--- src/hdl/i2a_pkg.sv ---
// Package: types, constants and helpers for the integer to ASCII radix core.
`timescale 1ns / 1ps

package i2a_pkg;

    localparam int VALUE_W    = 32;
    localparam int DEC_DIGITS = (VALUE_W * 1233) / 4096 + 1;
    localparam int HEX_DIGITS = (VALUE_W + 3) / 4;
    localparam int BUF_W      = 4 * DEC_DIGITS;
    localparam int HEX_SHIFT  = BUF_W - 4 * HEX_DIGITS;
    localparam int BIN_SHIFT  = BUF_W - VALUE_W;
    localparam int CNT_W      = $clog2(VALUE_W + 1);

    localparam logic [1:0] OP_DEC = 2'd0;
    localparam logic [1:0] OP_HEX = 2'd1;
    localparam logic [1:0] OP_BIN = 2'd2;

    localparam logic [7:0] ASCII_ZERO = 8'd48;
    localparam logic [7:0] ASCII_A    = 8'd97;

    typedef struct packed {
        logic [VALUE_W-1:0] value;
        logic [1:0]         op;
    } in_t;

    typedef struct packed {
        logic [7:0] ascii_char;
        logic       last;
    } out_t;

    typedef enum logic [1:0] {
        ST_IDLE,
        ST_CONV,
        ST_SKIP,
        ST_EMIT
    } state_t;

    typedef struct packed {
        logic busy;
        logic done;
    } conv_status_t;

    function automatic logic [7:0] digit_char(input logic [3:0] d);
        logic [7:0] c;
        if (d < 4'd10) begin
            c = ASCII_ZERO + {4'd0, d};
        end else begin
            c = ASCII_A + {4'd0, d} - 8'd10;
        end
        return c;
    endfunction

endpackage

--- src/hdl/integer_to_ascii_radix_core.sv ---
// Top level: unsigned integer to ASCII digits in decimal, hex or binary.
//
// Input channel s_*: one transfer carries a value and a radix code
// (0 decimal, 1 lower-case hex, 2 binary; code 3 is taken and produces nothing).
// Result channel m_*: one ASCII digit per transfer, most significant first,
// leading zeros dropped, last set on the final digit; zero gives a single '0'.
// Steps per item, from the input transfer to the load of the final digit into
// the output register:
//   decimal: the shift-add-3 steps in the BCD converter and a load, then the
//            leading zeros are dropped one by one (up to 9), the first digit is
//            reached and the digits are loaded one by one.
//   hex:     leading zeros dropped one by one (up to 7), the first digit reached
//            and the digits loaded one by one.
//   binary:  the same over 32 bit positions.
// s_ready is high only while idle, from the cycle after the final digit is loaded,
// so an item is taken only once the previous one is through; code 3 goes straight
// back to idle. The final digit may still wait in the output register. A stalled
// receiver holds m_data and pauses the digit scan. Reset (aresetn low, synchronous)
// empties the output register and returns the block to idle.
`timescale 1ns / 1ps

module integer_to_ascii_radix_core
    import i2a_pkg::*;
(
    input  logic aclk,
    input  logic aresetn,
    input  logic s_valid,
    output logic s_ready,
    input  in_t  s_data,
    output logic m_valid,
    input  logic m_ready,
    output out_t m_data
);

    state_t           state_reg, state_next;
    logic [BUF_W-1:0] dig_reg, dig_next;
    logic [CNT_W-1:0] cnt_reg, cnt_next;
    logic [1:0]       op_reg, op_next;
    logic             m_valid_reg, m_valid_next;
    out_t             m_data_reg, m_data_next;

    logic             conv_start;
    conv_status_t     conv_status;
    logic [BUF_W-1:0] conv_bcd;

    logic             s_xfer;
    logic             out_load;
    logic [3:0]       top_digit;
    logic [BUF_W-1:0] dig_shifted;
    logic             last_digit;

    i2a_dabble u_dabble (
        .aclk    (aclk),
        .aresetn (aresetn),
        .start   (conv_start),
        .value   (s_data.value),
        .status  (conv_status),
        .bcd     (conv_bcd)
    );

    assign s_ready    = (state_reg == ST_IDLE);
    assign s_xfer     = s_valid && s_ready;
    assign out_load   = (state_reg == ST_EMIT) && (!m_valid_reg || m_ready);
    assign last_digit = (cnt_reg == CNT_W'(1));
    assign conv_start = s_xfer && (s_data.op == OP_DEC);

    always_comb begin
        if (op_reg == OP_BIN) begin
            top_digit   = {3'd0, dig_reg[BUF_W-1]};
            dig_shifted = {dig_reg[BUF_W-2:0], 1'b0};
        end else begin
            top_digit   = dig_reg[BUF_W-1 -: 4];
            dig_shifted = {dig_reg[BUF_W-5:0], 4'd0};
        end
    end

    always_comb begin
        state_next = state_reg;
        case (state_reg)
            ST_IDLE: begin
                if (s_xfer) begin
                    case (s_data.op)
                        OP_DEC:  state_next = ST_CONV;
                        OP_HEX:  state_next = ST_SKIP;
                        OP_BIN:  state_next = ST_SKIP;
                        default: state_next = ST_IDLE;
                    endcase
                end
            end
            ST_CONV: begin
                if (conv_status.done) begin
                    state_next = ST_SKIP;
                end
            end
            ST_SKIP: begin
                if (top_digit != 4'd0 || last_digit) begin
                    state_next = ST_EMIT;
                end
            end
            ST_EMIT: begin
                if (out_load && last_digit) begin
                    state_next = ST_IDLE;
                end
            end
            default: state_next = ST_IDLE;
        endcase
    end

    always_comb begin
        dig_next     = dig_reg;
        cnt_next     = cnt_reg;
        op_next      = op_reg;
        m_valid_next = m_valid_reg;
        m_data_next  = m_data_reg;
        if (m_valid_reg && m_ready) begin
            m_valid_next = 1'b0;
        end
        case (state_reg)
            ST_IDLE: begin
                if (s_xfer) begin
                    op_next = s_data.op;
                    if (s_data.op == OP_HEX) begin
                        dig_next = BUF_W'(s_data.value) << HEX_SHIFT;
                        cnt_next = CNT_W'(HEX_DIGITS);
                    end else begin
                        dig_next = BUF_W'(s_data.value) << BIN_SHIFT;
                        cnt_next = CNT_W'(VALUE_W);
                    end
                end
            end
            ST_CONV: begin
                if (conv_status.done) begin
                    dig_next = conv_bcd;
                    cnt_next = CNT_W'(DEC_DIGITS);
                end
            end
            ST_SKIP: begin
                if (top_digit == 4'd0 && !last_digit) begin
                    dig_next = dig_shifted;
                    cnt_next = cnt_reg - CNT_W'(1);
                end
            end
            ST_EMIT: begin
                if (out_load) begin
                    m_valid_next           = 1'b1;
                    m_data_next.ascii_char = digit_char(top_digit);
                    m_data_next.last       = last_digit;
                    dig_next               = dig_shifted;
                    cnt_next               = cnt_reg - CNT_W'(1);
                end
            end
            default: begin
                dig_next = dig_reg;
            end
        endcase
    end

    always_ff @(posedge aclk) begin
        if (!aresetn) begin
            state_reg   <= ST_IDLE;
            m_valid_reg <= 1'b0;
            cnt_reg     <= '0;
        end else begin
            state_reg   <= state_next;
            m_valid_reg <= m_valid_next;
            cnt_reg     <= cnt_next;
        end
        dig_reg    <= dig_next;
        op_reg     <= op_next;
        m_data_reg <= m_data_next;
    end

    assign m_valid = m_valid_reg;
    assign m_data  = m_data_reg;

endmodule

--- src/hdl/i2a_dabble.sv ---
// Iterative binary to BCD converter, one shift-add-3 step per cycle.
`timescale 1ns / 1ps

module i2a_dabble
    import i2a_pkg::*;
(
    input  logic               aclk,
    input  logic               aresetn,
    input  logic               start,
    input  logic [VALUE_W-1:0] value,
    output conv_status_t       status,
    output logic [BUF_W-1:0]   bcd
);

    logic [VALUE_W-1:0] val_reg, val_next;
    logic [BUF_W-1:0]   bcd_reg, bcd_next;
    logic [BUF_W-1:0]   adj;
    logic [CNT_W-1:0]   iter_reg, iter_next;
    logic               run_reg, run_next;
    logic               done_reg, done_next;

    always_comb begin
        for (int i = 0; i < DEC_DIGITS; i++) begin
            if (bcd_reg[4*i +: 4] >= 4'd5) begin
                adj[4*i +: 4] = bcd_reg[4*i +: 4] + 4'd3;
            end else begin
                adj[4*i +: 4] = bcd_reg[4*i +: 4];
            end
        end
    end

    always_comb begin
        val_next  = val_reg;
        bcd_next  = bcd_reg;
        iter_next = iter_reg;
        run_next  = run_reg;
        done_next = 1'b0;
        if (start) begin
            val_next  = value;
            bcd_next  = '0;
            iter_next = CNT_W'(VALUE_W);
            run_next  = 1'b1;
        end else if (run_reg) begin
            val_next  = {val_reg[VALUE_W-2:0], 1'b0};
            bcd_next  = {adj[BUF_W-2:0], val_reg[VALUE_W-1]};
            iter_next = iter_reg - CNT_W'(1);
            if (iter_reg == CNT_W'(1)) begin
                run_next  = 1'b0;
                done_next = 1'b1;
            end
        end
    end

    always_ff @(posedge aclk) begin
        if (!aresetn) begin
            run_reg  <= 1'b0;
            done_reg <= 1'b0;
            iter_reg <= '0;
        end else begin
            run_reg  <= run_next;
            done_reg <= done_next;
            iter_reg <= iter_next;
        end
        val_reg <= val_next;
        bcd_reg <= bcd_next;
    end

    assign status.busy = run_reg;
    assign status.done = done_reg;
    assign bcd         = bcd_reg;

endmodule
--- config.mk ---
export PLATFORM = sky130hd
export DESIGN_NAME = integer_to_ascii_radix_core
export DESIGN_NICKNAME = d
export VERILOG_FILES = /design/src/hdl/i2a_pkg.sv /design/src/hdl/integer_to_ascii_radix_core.sv /design/src/hdl/i2a_dabble.sv
export SDC_FILE = /design/constraint.sdc
export NUM_CORES = 1
export LEC_CHECK = 0
export BUFFER_PORTS_ARGS = -buffer_cell sky130_fd_sc_hd__buf_2
export CORE_MARGIN = 2
export CORE_UTILIZATION = 24
export DETAILED_ROUTE_END_ITERATION = 10
export GPL_TIMING_DRIVEN = 0
export HOLD_SLACK_MARGIN = 0.06
export PLACE_DENSITY = 0.49
export RECOVER_POWER = 25
export SYNTH_ARGS = -nofsm -noshare
export SYNTH_HDL_FRONTEND = slang
export SYNTH_HIERARCHICAL = 1
export SYNTH_SLANG_ARGS = --single-unit
--- constraint.sdc ---
create_clock -name aclk -period 3.7 [get_ports aclk]
set_input_delay 0.74 -clock aclk [delete_from_list [all_inputs] [get_ports aclk]]
set_output_delay 0.74 -clock aclk [all_outputs]
set_load 0.05 [all_outputs]
-- Yosys cells after proc, flatten, opt, wreduce, memory -nomap -nowiden
Index checks and enable logic that the tools add are counted.
- bits in registers: 140
- bits in latches: 0
- RAM bits: 0
- ROM bits: 0
- bits of input ports: 38
- output and inout bits: 11
- logic and storage cells: 118
- memories: 0
- add/sub/neg operators: 15
- $mul: 0
- div/mod/pow operators: 0
- order comparisons: 11
- equality and inequality tests: 14
- shifts and indexed selects: 0
- mux-type cells: 41
- bitwise operators: 2
- reduce and logical (&&, ||, !) cells: 22
- operator list (kind ; count):
    40-bit 2-to-1 mux ; 5
    40-bit case mux with 4 select lines ; 1
    32-bit 2-to-1 mux ; 2
    6-bit 2-to-1 mux ; 7
    4-bit by 3-bit greater-or-equal comparator with 1-bit output, second input constant ; 10
    4-bit 2-to-1 mux ; 10
    4-bit by 2-bit adder with 4-bit output, second input constant ; 9
    6-bit case mux with 4 select lines ; 1
    6-bit by 1-bit == test with 1-bit output, second input constant ; 2
    6-bit by 1-bit subtractor with 6-bit output, second input constant ; 2
    7-bit by 4-bit adder with 8-bit output, first input constant ; 1
    2-bit == test, second input constant ; 4
    2-bit 2-to-1 mux ; 4
    8-bit 2-to-1 mux ; 1
    2-bit case mux with 4 select lines ; 1
    4-bit AND reduction ; 2
    8-bit by 4-bit subtractor with 8-bit output, second input constant ; 1
    6-bit by 4-bit adder with 7-bit output, first input constant ; 1
    1-bit 2-to-1 mux ; 7
    1-bit logical AND ; 6
    2-bit by 1-bit inequality test with 1-bit output, second input constant ; 3
    2-bit inequality test, second input constant ; 3
    2-bit by 1-bit == test with 1-bit output, second input constant ; 2
    2-bit zero test ; 2
    13 further kinds ; 18

-- Depth between registers and ports, before layout
- word-level depth: 6
- gate-level depth with buffers: 9
- gate-level depth less buffers: 7

-- Modules after synthesis
The synthesis kept the hierarchy.
- by module, submodules not included (module ; times used ; cells each ; area each (um^2) ; sequential area each (um^2)):
    i2a_dabble ; 1 ; 406 ; 4041.4 ; 1921.8
    integer_to_ascii_radix_core ; 1 ; 321 ; 3387.0 ; 1681.6

-- Least setup slack after synthesis
Ideal clock, no wire load.
- kind: register -> register
- start: register op_reg[1]
- end: register cnt_reg[5]
- setup time: 0.128 ns
- arrival time: 2.994 ns
- data required time: 3.572 ns
- path slack: 0.578 ns
- cell stages (with the launch flop): 9
- buffers on the path: 1
- period minus slack after synthesis: 3.122 ns
- cells stage by stage: edfxtp_1 -> nand2b_1 -> buf_2 -> mux2i_1 -> ha_1 -> o221ai_1 -> a21oi_2 -> a21boi_0 -> o21ai_0
- cells in the longest elaborated chain, start to end: 6
- RTL lines (what ; RTL line ; source):
    from (decl) ; integer_to_ascii_radix_core.sv:38 ; logic [1:0] op_reg, op_next;
    from (signal assigned) ; integer_to_ascii_radix_core.sv:169 ; op_reg <= op_next;
    2-bit == test ; integer_to_ascii_radix_core.sv:68 ; if (op_reg == OP_BIN) begin
    4-bit 2-to-1 mux ; integer_to_ascii_radix_core.sv:68 ;
    4-bit zero test ; integer_to_ascii_radix_core.sv:138 ; if (top_digit == 4'd0 && !last_digit) begin
    1-bit logical AND ; integer_to_ascii_radix_core.sv:138 ;
    2-bit inequality test (no line) ; -- ;
    4-bit AND reduction (no line) ; -- ;
    to (signal assigned) ; integer_to_ascii_radix_core.sv:166 ; cnt_reg <= cnt_next;
    to (decl) ; integer_to_ascii_radix_core.sv:37 ; logic [CNT_W-1:0] cnt_reg, cnt_next;
Every way passes these cells.
A chain may end at the register's enable or synchronous reset.

-- Worst setup path in the final report
- start: register op_reg[0]
- end: register dig_reg[27], enable pin
- cells in the longest elaborated chain, start to end: 6
- RTL lines (what ; RTL line ; source):
    2-bit == test ; integer_to_ascii_radix_core.sv:68 ;
    4-bit 2-to-1 mux ; integer_to_ascii_radix_core.sv:68 ;
    4-bit zero test ; integer_to_ascii_radix_core.sv:138 ;
    1-bit logical AND ; integer_to_ascii_radix_core.sv:138 ;
    2-bit inequality test (no line) ; -- ;
    4-bit AND reduction (no line) ; -- ;
    to (signal assigned) ; integer_to_ascii_radix_core.sv:168 ; dig_reg <= dig_next;
    to (decl) ; integer_to_ascii_radix_core.sv:36 ; logic [BUF_W-1:0] dig_reg, dig_next;
Every way passes these cells.

==> out/metrics.csv <==
metric,value,unit
slew_viol_final,0,
antenna_left,0,
clk_latency,0.43,ns
rows,64,
cts_tree,yes,
hold_buffers,0,
gr-usage-all-layers,0.1314,
gp_congestion,0.8143,
grt_max_degree,33,
synth_area,7421,µm²
skew,0.01233,ns
cts_buffers,17,
ir_drop,0.3215,mV
drive_gt1_frac,0.1439,
ios,49,
end_kind,flop,
cts.sinks,139,
fin_nets,864,
syn_avg_cell_area,10.22,µm²
first_iter_violations,458,
fin_util,0.2862,
status,"finished, final reports clean",
drc_errors,0,
overflow,0,
hpwlAfterDp,15290,µm
fin_crit_sh,0.8562,
area_growth,17.65,%
period_minus_slack,3.168,ns
start_util,0.2432,
max_freq,315.7,MHz
hold_viol_final,0,
core_area,30510,µm²
vias,5894,
clkTransAtPathRegs,0.07,ns
max_cap_viol_count,0,
crit_required,3.83,ns
combPwrFrac,0.379,
tightest_slew,0.8481,ns
drt_pass1_iterations,5,
critPathMaxFanout,27,
fin_hold_ws,0.4569,ns
slew_headroom,0.4346,
drt_wl_total,21320,µm
htreeDepth,4,
p_leak,3.189,nW
p_sw,0.003024,W
io_buffers,47,
yosys_warnings,6,
syn-num-nets,797,
arrival,3.29,ns
clk_path_buf_depth,2,
syn_inst,726,
wl_per_cell,17.73,µm
pwr-share-clk,0.232,
grt_pass1_wl,33230,µm
rsz0062_at_grt,false,
min_path_type,reg -> reg,
num_antenna_cells,0,
die_w,179.8,µm
post_cts_resize_count,0,
postCtsSetupRepairBufs,0,
cts-root-buf,clkbuf_16,
startpoint_type,flop,
power_density,844.8,nW/µm²
switching_share,0.4100,
r2r_setup_slack,0.53,ns
antenna_found_initial,0,
p_int,0.004352,W
pwr-share-seq,0.389,
finalSetupViolCount,0,
die_h,179.8,µm
drt-vias-per-instance,4.903,
first_global_vias,5777,
worstSetupPathType,reg -> reg,
design.die.area,32340,µm²
metrics by stage:
| step | setup WS, ns | cell area (µm²) | setup TNS, ns | power, W | std cells |
|---|---|---|---|---|---|
| after floorplan | 0.5785 | 7421 | 0 | 0.004768 | 726 |
| after global placement | -0.5555 | 8152 | -23.05 | 0.005624 | 1169 |
| after detailed placement | 0.4331 | 8179 | 0 | 0.005670 | 1170 |
| after CTS | 0.6429 | 8755 | 0 | 0.007414 | 1202 |
| after global routing | 0.3131 | 8731 | 0 | 0.007890 | 1202 |
| final | 0.5322 | 8731 | 0 | 0.007376 | 1202 |
layout make-up:
type / count / area [µm²]
multi-input cells: 495 / 3453
fillers: 3206 / 21780
repair buffers: 48 / 239.0
flip-flops and latches: 139 / 3603
well taps: 396 / 495.5
plain buffers: 45 / 187.7
inverters: 47 / 176.4
clock inverters: 15 / 150.1
clock buffers: 17 / 425.4
worst max-delay path: stages, from the launching register on:
cell	delay (ns)
edfxtp_1	0.38
nand2b_1	0.19
buf_2	0.24
clkbuf_1	0.40
nand2_1	0.25
ha_1	0.21
o221ai_1	0.17
a21oi_4	0.71
buf_12	0.28
final timing paths:
check        startpoint          end  cells past startpoint
max           op_reg[0]  dig_reg[27]                      8
min          cnt_reg[4]   cnt_reg[4]                      2
max reg2reg   op_reg[0]  dig_reg[27]                      8
min reg2reg  cnt_reg[4]   cnt_reg[4]                      2
placed cells by master (no fill, tap or decap), drive strengths merged, types with 3 or more instances in the layout:
cell	count
o22a	6
nor2b	11
nand3	10
o22ai	6
xor2	4
o21a	3
o21ai	44
dfxtp	57
mux2i	48
xnor2	4
nor2	22
edfxtp	82
or3	8
clkbuf	64
a31oi	3
nand2	96
o32ai	7
mux2	31
buf	46
clkinvlp	3
o221ai	34
nand2b	7
a22o	3
a311o	6
nand4	8
a211oi	4
inv	57
nor3	26
a221oi	7
a21oi	42
o31ai	4
ha	33
power by group through the flow:
stage | clock network (W) | logic [W] | registers (W)
finish | 0.00171 | 0.00280 | 0.00287
global route | 0.00183 | 0.00312 | 0.00294
CTS | 0.00175 | 0.00280 | 0.00286
detailed placement | 0 | 0.00278 | 0.00289
global placement | 0 | 0.00270 | 0.00292
floorplan | 0 | 0.00203 | 0.00274
metal layers:
layer  up-vias  GRT usage  wire length, µm
met5         -          0                0
met4         0    0.03154              216
met3        22    0.02391              979
met2       153     0.2080             9767
met1      2899     0.1852            10350
li1       2820          -                -
(Power assumes the default switching activity.)
